<file path="src/hw/rtl/falc_pkg.sv">
// ----------------------------------------------------------------------------
// falc_pkg
// Shared sizes and types for the fully associative lru cache lookup.
// ----------------------------------------------------------------------------
package falc_pkg;

	localparam int NUM_LINES      = 8;
	localparam int WORDS_PER_LINE = 4;
	localparam int ADDR_BITS      = 32;
	localparam int AGE_BITS       = 16;
	localparam int COUNT_W        = 32;
	localparam int USED_W         = 3;

	localparam int LINE_W   = $clog2(NUM_LINES);
	localparam int OFFSET_W = $clog2(WORDS_PER_LINE);
	localparam int TAG_W    = ADDR_BITS - OFFSET_W;

	typedef logic [LINE_W-1:0]   line_t;
	typedef logic [TAG_W-1:0]    tag_t;
	typedef logic [AGE_BITS-1:0] age_t;
	typedef logic [COUNT_W-1:0]  count_t;

	typedef tag_t [NUM_LINES-1:0] tag_vec_t;
	typedef age_t [NUM_LINES-1:0] age_vec_t;
	typedef logic [NUM_LINES-1:0] line_mask_t;

	typedef struct packed {
		logic  hit;
		line_t idx;
	} match_t;

endpackage

</file>
<file path="src/hw/rtl/falc_match.sv">
// ----------------------------------------------------------------------------
// falc_match
// Parallel tag compare over all lines; lowest matching valid line wins.
// ----------------------------------------------------------------------------
module falc_match (
	input  falc_pkg::tag_vec_t   tags,
	input  falc_pkg::line_mask_t valid,
	input  falc_pkg::tag_t       lookup,
	output falc_pkg::match_t     result
);
	import falc_pkg::*;

	always_comb begin
		result.hit = 1'b0;
		result.idx = '0;
		// scan downward so the lowest index is the one left standing
		for (int k = NUM_LINES - 1; k >= 0; k--) begin
			if (valid[k] && (tags[k] == lookup)) begin
				result.hit = 1'b1;
				result.idx = LINE_W'(k);
			end
		end
	end

endmodule

</file>
<file path="src/hw/rtl/falc_victim.sv">
// ----------------------------------------------------------------------------
// falc_victim
// Picks the oldest line for refill; ties resolve to the lowest index.
// ----------------------------------------------------------------------------
module falc_victim (
	input  falc_pkg::age_vec_t ages,
	output falc_pkg::line_t    victim
);
	import falc_pkg::*;

	age_t best_age;

	always_comb begin
		best_age = ages[0];
		victim   = '0;
		// strict compare keeps the earlier line on equal ages
		for (int k = 1; k < NUM_LINES; k++) begin
			if (ages[k] > best_age) begin
				best_age = ages[k];
				victim   = LINE_W'(k);
			end
		end
	end

endmodule

</file>
<file path="src/hw/rtl/fully_assoc_lru_cache_lookup.sv">
// ----------------------------------------------------------------------------
// fully_assoc_lru_cache_lookup
// Hit/miss tracking for an 8-line fully associative cache with lru refill.
//
//   channel   direction   handshake              payload
//   in        request     in_valid / in_ready    word_address
//   out       result      out_valid / out_ready  was_hit, line_used,
//                                                hits_so_far, misses_so_far
//
// One request per cycle while the result is not stalled: a request sits in the
// input register, then tag compare, victim pick and state update happen at the
// edge that loads the result register.
// Reset clears valid bits, ages and counts at once; tags are not cleared.
// A stalled result holds the input register, which then holds in_ready low.
// ----------------------------------------------------------------------------
module fully_assoc_lru_cache_lookup (
	input  logic                               clk,
	input  logic                               arst_n,
	input  logic                               in_valid,
	output logic                               in_ready,
	input  logic [falc_pkg::ADDR_BITS-1:0]     word_address,
	output logic                               out_valid,
	input  logic                               out_ready,
	output logic                               was_hit,
	output logic [falc_pkg::USED_W-1:0]        line_used,
	output logic [falc_pkg::COUNT_W-1:0]       hits_so_far,
	output logic [falc_pkg::COUNT_W-1:0]       misses_so_far
);
	import falc_pkg::*;

	logic       valid_s1;
	tag_t       tag_s1;
	logic       out_valid_q;
	logic       was_hit_s2;
	line_t      line_used_s2;

	tag_vec_t   line_tag_q;
	line_mask_t line_valid_q;
	age_vec_t   line_age_q;
	count_t     hit_total_q;
	count_t     miss_total_q;

	match_t     match;
	line_t      victim;
	line_t      used;
	logic       advance;

	assign advance  = valid_s1 && (!out_valid_q || out_ready);
	assign in_ready = !valid_s1 || advance;
	assign used     = match.hit ? match.idx : victim;

	falc_match u_match (
		.tags   (line_tag_q),
		.valid  (line_valid_q),
		.lookup (tag_s1),
		.result (match)
	);

	falc_victim u_victim (
		.ages   (line_age_q),
		.victim (victim)
	);

	always_ff @(posedge clk or negedge arst_n) begin
		if (!arst_n) begin
			valid_s1 <= 1'b0;
		end else if (in_valid && in_ready) begin
			valid_s1 <= 1'b1;
		end else if (advance) begin
			valid_s1 <= 1'b0;
		end
	end

	always_ff @(posedge clk) begin
		if (in_valid && in_ready) begin
			tag_s1 <= word_address[ADDR_BITS-1:OFFSET_W];
		end
	end

	always_ff @(posedge clk or negedge arst_n) begin
		if (!arst_n) begin
			out_valid_q <= 1'b0;
		end else if (advance) begin
			out_valid_q <= 1'b1;
		end else if (out_ready) begin
			out_valid_q <= 1'b0;
		end
	end

	always_ff @(posedge clk) begin
		if (advance) begin
			was_hit_s2   <= match.hit;
			line_used_s2 <= used;
		end
	end

	always_ff @(posedge clk) begin
		if (advance && !match.hit) begin
			line_tag_q[victim] <= tag_s1;
		end
	end

	always_ff @(posedge clk or negedge arst_n) begin
		if (!arst_n) begin
			line_valid_q <= '0;
			line_age_q   <= '0;
			hit_total_q  <= '0;
			miss_total_q <= '0;
		end else if (advance) begin
			if (match.hit) begin
				if (hit_total_q != '1) begin
					hit_total_q <= hit_total_q + 1'b1;
				end
			end else begin
				line_valid_q[victim] <= 1'b1;
				if (miss_total_q != '1) begin
					miss_total_q <= miss_total_q + 1'b1;
				end
			end
			for (int k = 0; k < NUM_LINES; k++) begin
				if (LINE_W'(k) == used) begin
					line_age_q[k] <= '0;
				end else if (line_age_q[k] != '1) begin
					line_age_q[k] <= line_age_q[k] + 1'b1;
				end
			end
		end
	end

	// counts only move on advance, which waits for the pending result to go
	assign out_valid     = out_valid_q;
	assign was_hit       = was_hit_s2;
	assign line_used     = USED_W'(line_used_s2);
	assign hits_so_far   = hit_total_q;
	assign misses_so_far = miss_total_q;

`ifndef NO_ASSERTIONS
	a_valid_monotone: assert property (@(posedge clk) disable iff (!arst_n)
		1'b1 |=> ((line_valid_q & $past(line_valid_q)) == $past(line_valid_q)))
		else $error("line valid bit dropped");

	a_used_age_zero: assert property (@(posedge clk) disable iff (!arst_n)
		advance |=> (line_age_q[$past(used)] == '0))
		else $error("used line age not cleared");

	a_refill_valid: assert property (@(posedge clk) disable iff (!arst_n)
		(advance && !match.hit) |=> line_valid_q[$past(victim)])
		else $error("refilled line not marked valid");

	a_one_count_moves: assert property (@(posedge clk) disable iff (!arst_n)
		!advance |=> ($stable(hit_total_q) && $stable(miss_total_q)))
		else $error("count moved without a request");
`endif

endmodule
</file>
<file path="config.mk">
export PLATFORM = sky130hd
export DESIGN_NAME = fully_assoc_lru_cache_lookup
export DESIGN_NICKNAME = d
export VERILOG_FILES = /design/src/hw/rtl/falc_pkg.sv /design/src/hw/rtl/falc_match.sv /design/src/hw/rtl/falc_victim.sv /design/src/hw/rtl/fully_assoc_lru_cache_lookup.sv
export SDC_FILE = /design/constraint.sdc
export NUM_CORES = 1
export LEC_CHECK = 0
export ABC_AREA = 1
export BUFFER_PORTS_ARGS = -buffer_cell sky130_fd_sc_hd__buf_2
export CORE_MARGIN = 1
export CORE_UTILIZATION = 27
export DETAILED_ROUTE_END_ITERATION = 7
export GPL_ROUTABILITY_DRIVEN = 0
export SYNTH_ARGS = -nofsm -noshare
export SYNTH_HDL_FRONTEND = slang
export SYNTH_SLANG_ARGS = --single-unit
</file>
<file path="constraint.sdc">
create_clock -name clk -period 17.7 [get_ports clk]
set_input_delay 3.54 -clock clk [delete_from_list [all_inputs] [get_ports clk]]
set_output_delay 3.54 -clock clk [all_outputs]
set_load 0.02 [all_outputs]
</file>
Word level (Yosys, flattened, before mapping) --
Index checks and enable logic that the tools add are counted.
Storage, ports and cells: register bits 476, output and inout bits 70, word-level logic and storage cells 156
Cells by class: add/sub/neg operators 10, $lt $le $gt $ge 9, equal/unequal tests 25, multiplexer cells 47, bitwise operators 2, reduce and logical (&&, ||, !) cells 39
Operators with widths (number):
- $mux 16 | 22
- $bwmux 240 | 1
- $eq 30x30->1 | 8
- $add 16x1->16 const B | 8
- $ne 16x16->1 const B | 8
- $gt 16x16->1 | 7
- $demux 30 s3 | 1
- $add 32x1->32 const B | 2
- $ne 32x32->1 const B | 2
- $mux 4 | 8
- $mux 30 | 1
- $reduce_bool 2->1 | 10
- $reduce_and 2->1 | 9
- $mux 3 | 5
- $eq 3x3->1 const A | 4
- $logic_and 1x1->1 | 12
- $or 8x8->8 | 1
- $eq 2x3->1 const A | 2
- $mux 1 | 6
- $reduce_and 3->1 | 2
- $lt 3x4->1 const B | 1
- $mux 2 | 2
- $demux 1 s3 | 1
- $eq 1x3->1 const A | 1
- 5 further kinds | 8

Logic depth before layout (Yosys ltp) --
Gate-level depths: netlist (run 1).
word-level depth 19, gate-level depth with buffers 100, mapped depth without buffers 94

By module --
Synthesis (run 1) repeated with hierarchy kept, for this count alone.
Unflattened totals: cell total of the unflattened synthesis 3670, area, all modules 28966.5 µm²
By module, submodules not included:
- fully_assoc_lru_cache_lookup | times used 1, cells an instance 2244, area each 21280.4 µm², seq. area each 13282.7 µm²
- falc_victim | times used 1, cells an instance 658, area each 3946.3 µm², seq. area each 0.0 µm²
- falc_match | times used 1, cells an instance 768, area each 3739.8 µm², seq. area each 0.0 µm²

Worst setup path before layout (run 1) --
No wires, ideal clock.
kind reg-to-reg, start point register, netlist name line_age_q[9], end point register line_tag_q[0] in the netlist's numbering (enable), library setup time 417 ps, data arrival time 11804 ps, setup slack 5479 ps, stages on the path, launching flop included 77, buffers on the path 7, period minus slack after synthesis 12221 ps, cells stage by stage dfrtp_1 inv_1 ha_1 nand2_1 nand2_1 nand3_1 nand2_1 a21oi_1 nand2_2 nand2_2 clkbuf_1 nand2_1 o21ai_0 ha_1 nand2_1 inv_1 nand3_1 a31oi_1 [41 not listed] a21oi_1 a32o_1 clkbuf_1 o21ai_0 ha_1 inv_1 nor2_1 nor2_1 nor2_1 a211oi_1 o221ai_1 nand2_1 o2111ai_1 nand2_1 nand2_1 inv_1 nand4_1 nor2_1
RTL lines:
- end signal: indexed assignment | RTL line fully_assoc_lru_cache_lookup.sv:99 | line_tag_q[victim] <= tag_s1;
- end: declaration | RTL line fully_assoc_lru_cache_lookup.sv:37 | tag_vec_t line_tag_q;

Worst setup path in the final report (run 1) --
start point register line_age_q[10] in the netlist's numbering, end point register line_age_q[29] in the netlist's numbering
On the way: word-level cells in the longest chain between the ends 18, elaborated cells on any way between the ends 25, those cells by class order compare (7); eq/ne (1); mux (15); reduce/logical (2)
Ends and longest elaborated chain:
- start: declaration | RTL line fully_assoc_lru_cache_lookup.sv:39 | age_vec_t line_age_q;
- start signal: indexed assignment | RTL line fully_assoc_lru_cache_lookup.sv:124 | line_age_q[k] <= line_age_q[k] + 1'b1;
- $gt 16x16->1 | RTL line falc_victim.sv:18 | if (ages[k] > best_age) begin
- $mux 16 * | RTL line falc_victim.sv:18
- $gt 16x16->1 | RTL line falc_victim.sv:18
- $mux 16 | RTL line falc_victim.sv:18
- $gt 16x16->1 | RTL line falc_victim.sv:18
- $mux 16 | RTL line falc_victim.sv:18
- $gt 16x16->1 | RTL line falc_victim.sv:18
- $mux 16 | RTL line falc_victim.sv:18
- [3 not listed]
- $mux 16 | RTL line falc_victim.sv:18
- $gt 16x16->1 | RTL line falc_victim.sv:18
- $mux 3 * | RTL line falc_victim.sv:18
- $mux 3 * | RTL line fully_assoc_lru_cache_lookup.sv:50 | assign used = match.hit ? match.idx : victim;
- net used[1] | RTL line fully_assoc_lru_cache_lookup.sv:45 | line_t used;
- $eq 1x3->1 * | RTL line fully_assoc_lru_cache_lookup.sv:121 | if (LINE_W'(k) == used) begin
- $reduce_bool 2->1 (no source line)
- $reduce_and 2->1 (no source line)
Mark *: on every way through the listed nets, which the timed path passes. The rest lies on a longest branch. A chain may end at the register's enable or synchronous reset.

==> impl_metrics.py, run 1 <==
metrics = {
    "outcome": {
        "outcome": "completed",
    },
    "setup_path": {
        "cp.required_ns": 18.18,
        "endpoint_kind": "flip-flop",
        "slowest_stage": "a2111oi_0",
        "slowest_delay_ns": 0.61,
        "arrival_ns": 15.43,
        "startpoint_type": "flip-flop",
        "crit_type": "flip-flop to flip-flop",
        "crit_top_cell": "nand2_1",
        "crit_path_max_fanout": 38,
    },
    "final_layout": {
        "design_area_mm2": 0.0322,
        "post-route-util_pct": 31.0,
        "n_fill_cell": 10860,
        "syn_to_final_growth_pct": 13.5,
        "drive_above_1_share_pct": 13.3,
        "insertedDiodeCount": 0,
        "final-instance-count-excl-fill": 4777,
        "layout.nets": 3508,
    },
    "power": {
        "power_frac_clock_pct": 18.2,
        "power-per-cell-area_mw_per_mm2": 202,
        "switchingPower_uw": 3150,
        "total_power_uw": 6490,
        "swShare_pct": 48.5,
        "p_comb_share_pct": 56.2,
        "power_frac_seq_pct": 25.6,
        "cell_internal_pwr_uw": 3350,
        "ir_drop_mv": 0.216,
        "leakage_uw": 0.0137,
    },
    "min_path": {
        "hold_path.class": "flip-flop to flip-flop",
    },
    "clock_network": {
        "clock-sinks": 476,
        "post_cts_buffers": 0,
        "path_clk_slew_ns": 0.06,
        "cts_tree": "yes",
        "clk_path_buf_depth": 3,
        "cts_max_level": 2,
        "ctsResizeCount": 0,
        "clk_latency_ns": 0.64,
        "clockRootBuffer": "clkbuf_16",
        "cts_buffers": 51,
        "ctsHoldBuffers": 0,
    },
    "floorplanning": {
        "fp.dieH_um": 326,
        "rows": 118,
        "core-area_mm2": 0.104,
        "start_util_pct": 27.3,
        "die_area_mm2": 0.106,
        "die_x_um": 326,
        "pin_count": 106,
    },
    "global_routing": {
        "grt_max_degree": 88,
        "grt-ovfl-total": 0,
        "grt_pass1_vias": 21949,
        "antenna_found_initial": 2,
        "grt_pass1_wl_mm": 126,
        "grt_use_total_pct": 14.9,
    },
    "yosys": {
        "seq_area_frac_synth_pct": 46.8,
        "yosysWarnings": 0,
        "postSynthCellCount": 3260,
        "ys_types": 61,
        "synth_fp_nets": 3414,
        "synth-seq-cells": 476,
        "synth_area_mm2": 0.0284,
        "syn_area_per_cell_um2": 8.71,
        "synth_edf_count": 274,
        "synth_ff_type": "edfxtp_1",
        "synth-async-reset-ratio_pct": 42.4,
    },
    "sta": {
        "setup_tns_ns": 0,
        "drv_slew": 0,
        "min_period_ns": 14.95,
        "finalSetupViolations": 0,
        "tightest_slew_ns": 1.01,
        "finalCritPeriodShare_pct": 84.5,
        "hold_violations": 0,
        "rsz0062_at_grt": "no",
        "fmax_mhz": 66.9,
        "final.setup_skew_ns": 0.0431,
        "slew_headroom_pct": 33.0,
    },
    "drt": {
        "drtAntennaViolNets": 0,
        "wire_per_inst_um": 16.9,
        "viasPerCell": 4.87,
        "first_iter_violations": 2075,
        "first_pass_iters": 5,
        "wl_mm": 80.8,
        "via_count": 23245,
        "drc": 0,
    },
    "place": {
        "placed_cells": 4681,
        "placed_area_mm2": 0.0304,
        "io_buffer_count": 103,
        "dp_hpwl_mm": 55.8,
    },
    "job": {
        "max_cap_viol_count": 0,
    },
}
## layer usage
layer | track usage, % | routed length [µm]
met2 | 24.5 | 36900
met5 | 0 | 13
met3 | 2.66 | 6010
met1 | 19.7 | 35100
met4 | 5.13 | 2710
## through the flow
| stage | hold WS [ns] | setup slack, ns |
|---|---|---|
| 6_report | 0.480 | 2.75 |
| 5_1_grt | 0.505 | 1.24 |
| 4_1_cts | 0.484 | 2.56 |
| 3_5_place_dp | 0.468 | 2.61 |
| 3_3_place_gp | 0.463 | 2.77 |
| 2_1_floorplan | 0.436 | 5.48 |
## layout make-up
cell class	instances	area [µm²]	area share, %
Sequential cell	476	13300	41.2
Inverter	393	1480	4.59
Tap cell	1380	1730	5.36
Clock buffer	63	1370	4.26
Clock inverter	33	469	1.46
Timing Repair Buffer	137	781	2.42
Multi-Input combinational cell	2295	13100	40.7
## logic make-up after synthesis
kind of cell | share of synthesized area [%]
and+or+nand+nor | 25.4
adders and majority gates | 5.20
DFF | 46.8
muxes | 0.0397
AOI/OAI and AO/OA | 10.6
buffers and inverters | 7.14
xor gates and xnor gates | 4.81
## worst max-delay path: cells and delay by family, from the launching register on
family / cells / cell delay [ns]
AOI/OAI and AO/OA: 22 / 5.18
adders and majority gates: 7 / 2.29
buffers and inverters: 7 / 1.12
DFF: 1 / 0.41
and+or+nand+nor: 38 / 5.72
## final timing paths
check | start | endpoint | slack [ns] | depth (start not counted)
max in group asynchronous | arst_n | line_age_q[31]$_DFFE_PN0P_ | 13.43 | 2
min reg2reg | line_age_q[6]$_DFFE_PN0P_ | line_age_q[6]$_DFFE_PN0P_ | 0.48 | 2
min in group asynchronous | arst_n | line_age_q[117]$_DFFE_PN0P_ | 2.96 | 1
max reg2reg | line_age_q[10]$_DFFE_PN0P_ | line_age_q[29]$_DFFE_PN0P_ | 2.75 | 74
min | line_age_q[6]$_DFFE_PN0P_ | line_age_q[6]$_DFFE_PN0P_ | 0.48 | 2
max | line_age_q[10]$_DFFE_PN0P_ | line_age_q[29]$_DFFE_PN0P_ | 2.75 | 74
## power groups by stage
stage / logic [µW] / clock network [µW] / registers [µW]
after floorplan: 2730 / 0 / 1650
after global placement: 3570 / 0 / 1680
after detailed placement: 3640 / 0 / 1680
after CTS: 3660 / 1200 / 1660
after global routing: 4160 / 1240 / 1700
final: 3650 / 1180 / 1660
## layout by cell type (no fill, tap or decap), types with 34 or more instances in the layout
master / instances
a21oi_1: 40
buf_2: 102
buf_4: 34
clkbuf_16: 52
dfrtp_1: 202
edfxtp_1: 274
ha_1: 118
inv_1: 384
nand2_1: 697
nand3_1: 197
nand4_1: 114
nor2_1: 193
nor3_1: 68
nor4_1: 65
o21ai_0: 204
o21ai_1: 47
o21ai_2: 74
o22ai_1: 60
or2_2: 88
xnor2_1: 56
xor2_1: 100
## cells in the mapped netlist, types with 56 or more instances
cell	count	share of area (%)
nor3_1	68	1.2
ha_1	118	5.2
nor4_1	65	1.4
nor2_1	201	2.7
nand3_1	197	3.5
or2_2	88	1.9
o21ai_2	74	2.3
nand2_1	697	9.2
o22ai_1	60	1.3
o21ai_0	204	3.6
xnor2_1	56	1.7
dfrtp_1	202	18
inv_1	384	5.1
nand4_1	114	2.5
xor2_1	100	3.1
edfxtp_1	274	29
## state kept, by name, summed over array words and instances (netlist names)
name           count
line_used          3
line_tag_q       240
line_valid_q       8
tag_s1            30
misses_so_far     32
hits_so_far       32
valid_s1           1
out_valid          1
line_age_q       128
was_hit            1
Power figures use the tool's default switching activity.
==> inputs of run 2 (changes only) <==
==> constraint.sdc (replaced) <==
create_clock -name clk -period 12.1 [get_ports clk]
set_input_delay 2.42 -clock clk [delete_from_list [all_inputs] [get_ports clk]]
set_output_delay 2.42 -clock clk [all_outputs]
set_load 0.02 [all_outputs]
==> impl_metrics.py, run 2 (synthesis gave the netlist of run 1 again) <==
metrics = {
    "min_path": {
        "hold_depth": 2,
        "hold_path.class": "flip-flop to flip-flop",
        "holdPathEnd": "line_age_q[8]$_DFFE_PN0P_",
        "hold_start": "line_age_q[8]$_DFFE_PN0P_",
    },
    "floorplanning": {
        "core-area_mm2": 0.104,
        "die_area_mm2": 0.106,
        "fp.dieH_um": 326,
        "rows": 118,
        "pin_count": 106,
        "die_x_um": 326,
        "start_util_pct": 27.3,
    },
    "sta": {
        "tightest_slew_ns": 1.04,
        "fin_ws_ns": 0.589,
        "min_period_ns": 11.51,
        "hold_violations": 0,
        "fmax_mhz": 86.9,
        "drv_slew": 0,
        "finalCritPeriodShare_pct": 95.1,
        "setup_tns_ns": 0,
        "slew_headroom_pct": 30.8,
        "finalSetupViolations": 0,
        "final.setup_skew_ns": 0.0399,
    },
    "setup_path": {
        "slowest_delay_ns": 0.35,
        "startpoint_type": "flip-flop",
        "reg2reg_from": "line_age_q[8]$_DFFE_PN0P_",
        "reg2reg_setup_slack_ns": 0.59,
        "crit_type": "flip-flop to flip-flop",
        "arrival_ns": 12.01,
        "crit_path_max_fanout": 8,
        "slowest_stage": "dfrtp_1",
        "crit_top_cell": "buf_4",
        "ff2ff_path_depth": 77,
        "cp.required_ns": 12.60,
        "endpoint_kind": "flip-flop",
        "rr_endpoint": "line_age_q[28]$_DFFE_PN0P_",
    },
    "drt": {
        "viasPerCell": 4.89,
        "top_layer_used": "met5",
        "first_iter_violations": 1859,
        "first_pass_iters": 5,
        "met1Wirelength_mm": 37.4,
        "wl_met2_mm": 39.0,
        "drtAntennaViolNets": 0,
        "via_count": 24689,
        "wl_mm": 86.3,
        "wl_met3_mm": 6.54,
        "wire_per_inst_um": 17.1,
        "drc": 0,
    },
    "clock_network": {
        "path_clk_slew_ns": 0.06,
        "cts_tree": "yes",
        "clk_latency_ns": 0.64,
        "clock-sinks": 476,
        "clockRootBuffer": "clkbuf_16",
        "cts_buffers": 53,
        "clk_path_buf_depth": 3,
        "ctsHoldBuffers": 0,
        "cts_max_level": 2,
    },
    "power": {
        "total_power_uw": 12400,
        "power_frac_clock_pct": 14.4,
        "switchingPower_uw": 5490,
        "leakage_uw": 0.0153,
        "p_comb_share_pct": 66.1,
        "swShare_pct": 44.2,
        "power-per-cell-area_mw_per_mm2": 350,
        "power_frac_seq_pct": 19.5,
        "ir_drop_mv": 0.296,
        "cell_internal_pwr_uw": 6930,
    },
    "final_layout": {
        "largest_reg_flops": 240,
        "reg_top3": "line_tag_q (240), line_age_q (128)",
        "regMostFlops": "line_tag_q",
        "layout_commonest_cell": "nand2_1",
        "layout.nets": 3781,
        "layout_common_cells": "nand2_1 (684), inv_1 (382), edfxtp_1 (274)",
        "post-route-util_pct": 34.2,
        "syn_to_final_growth_pct": 25.1,
        "drive_above_1_share_pct": 22.5,
    },
    "outcome": {
        "outcome": "completed",
    },
    "place": {
        "io_buffer_count": 103,
        "dp_hpwl_mm": 58.7,
        "place_ws_ns": -0.487,
    },
    "global_routing": {
        "grt_use_total_pct": 15.4,
        "grt_max_degree": 77,
        "antenna_found_initial": 2,
        "grt_pass1_vias": 23232,
        "grt-ovfl-total": 0,
        "grt_pass1_wl_mm": 130,
    },
    "job": {
        "max_cap_viol_count": 0,
    },
}
==> run 2: cell types whose count changed in the layout (fill, tap and decap cells not counted), sizes merged <==
| cell | previous run | this run |
|---|---|---|
| clkinvlp | 9 | 8 |
| buf | 137 | 391 |
| nand2 | 734 | 739 |
| diode | 0 | 1 |
| clkbuf | 63 | 72 |
| clkinv | 19 | 22 |
| inv | 388 | 391 |
| bufinv | 10 | 11 |
==> run 2: final cells by class <==
| cell class | count | area (µm²) |
|---|---|---|
| fillers | 10717 | 68400 |
| multi-input cells | 2300 | 13800 |
| flip-flops and latches | 476 | 13300 |
| repair buffers | 403 | 3320 |
| well taps | 1380 | 1730 |
| inverters | 393 | 1490 |
| clock buffers | 60 | 1380 |
| clock inverters | 39 | 543 |
| diodes | 1 | 2.50 |
==> run 2: critical path, delay by kind of cell, from the launching register on <==
| family | cells | cell delay [ns] |
|---|---|---|
| and+or+nand+nor | 34 | 3.95 |
| adders and majority gates | 7 | 2.09 |
| AOI/OAI and AO/OA | 20 | 2.76 |
| buffers and inverters | 16 | 2.21 |
| DFF | 1 | 0.35 |
==> run 2: layer usage <==
| metal | vias up | track usage, % |
|---|---|---|
| met4 | 2 | 5.93 |
| li1 | 11942 | - |
| met3 | 199 | 2.87 |
| met2 | 888 | 24.8 |
| met1 | 11658 | 20.5 |
| met5 | - | 0 |
==> run 2: how the worst max path moves through the flow <==
| stage | slack (ns) | startpoint | endpoint | cells after the start |
|---|---|---|---|---|
| 6_report | 0.59 | line_age_q[8]$_DFFE_PN0P_ | line_age_q[28]$_DFFE_PN0P_ | 77 |
| 5_1_grt | -0.14 | line_age_q[8]$_DFFE_PN0P_ | line_age_q[19]$_DFFE_PN0P_ | 84 |
| 4_1_cts | 0.01 | line_age_q[15]$_DFFE_PN0P_ | line_age_q[109]$_DFFE_PN0P_ | 84 |
| 3_5_place_dp | -0.49 | line_age_q[15]$_DFFE_PN0P_ | line_age_q[104]$_DFFE_PN0P_ | 74 |
| 3_3_place_gp | -0.33 | line_age_q[15]$_DFFE_PN0P_ | line_age_q[120]$_DFFE_PN0P_ | 76 |
| 2_1_floorplan | -0.12 | line_age_q[9]$_DFFE_PN0P_ | line_tag_q[0]$_DFFE_PP_ | 76 |
==> run 2: metrics by stage <==
step	instances	hold slack, ns	cell area [µm²]
final	5052	0.485	35500
after global routing	5051	0.512	35500
after CTS	5011	0.490	34300
after detailed placement	4912	0.475	32400
after global placement	4912	0.469	32400
after floorplan	3260	0.436	28400
==> run 2: power groups by stage <==
stage / Combinational (µW) / Sequential, µW / Clock [µW]
2_1_floorplan: 3990 / 2420 / 0
3_3_place_gp: 7080 / 2440 / 0
3_5_place_dp: 7220 / 2440 / 0
4_1_cts: 7270 / 2420 / 1830
5_1_grt: 9120 / 2460 / 1880
6_report: 8210 / 2420 / 1790
==> run 2: repair_timing <==
| item | 4_1_cts | 5_1_grt |
|---|---|---|
| pin swaps | 0 | 61 |
| buffers inserted | 0 | 21 |
| setup endpoints to repair | 377 | 379 |
| gates resized for setup | 18 | 192 |
| gates cloned | 0 | 19 |
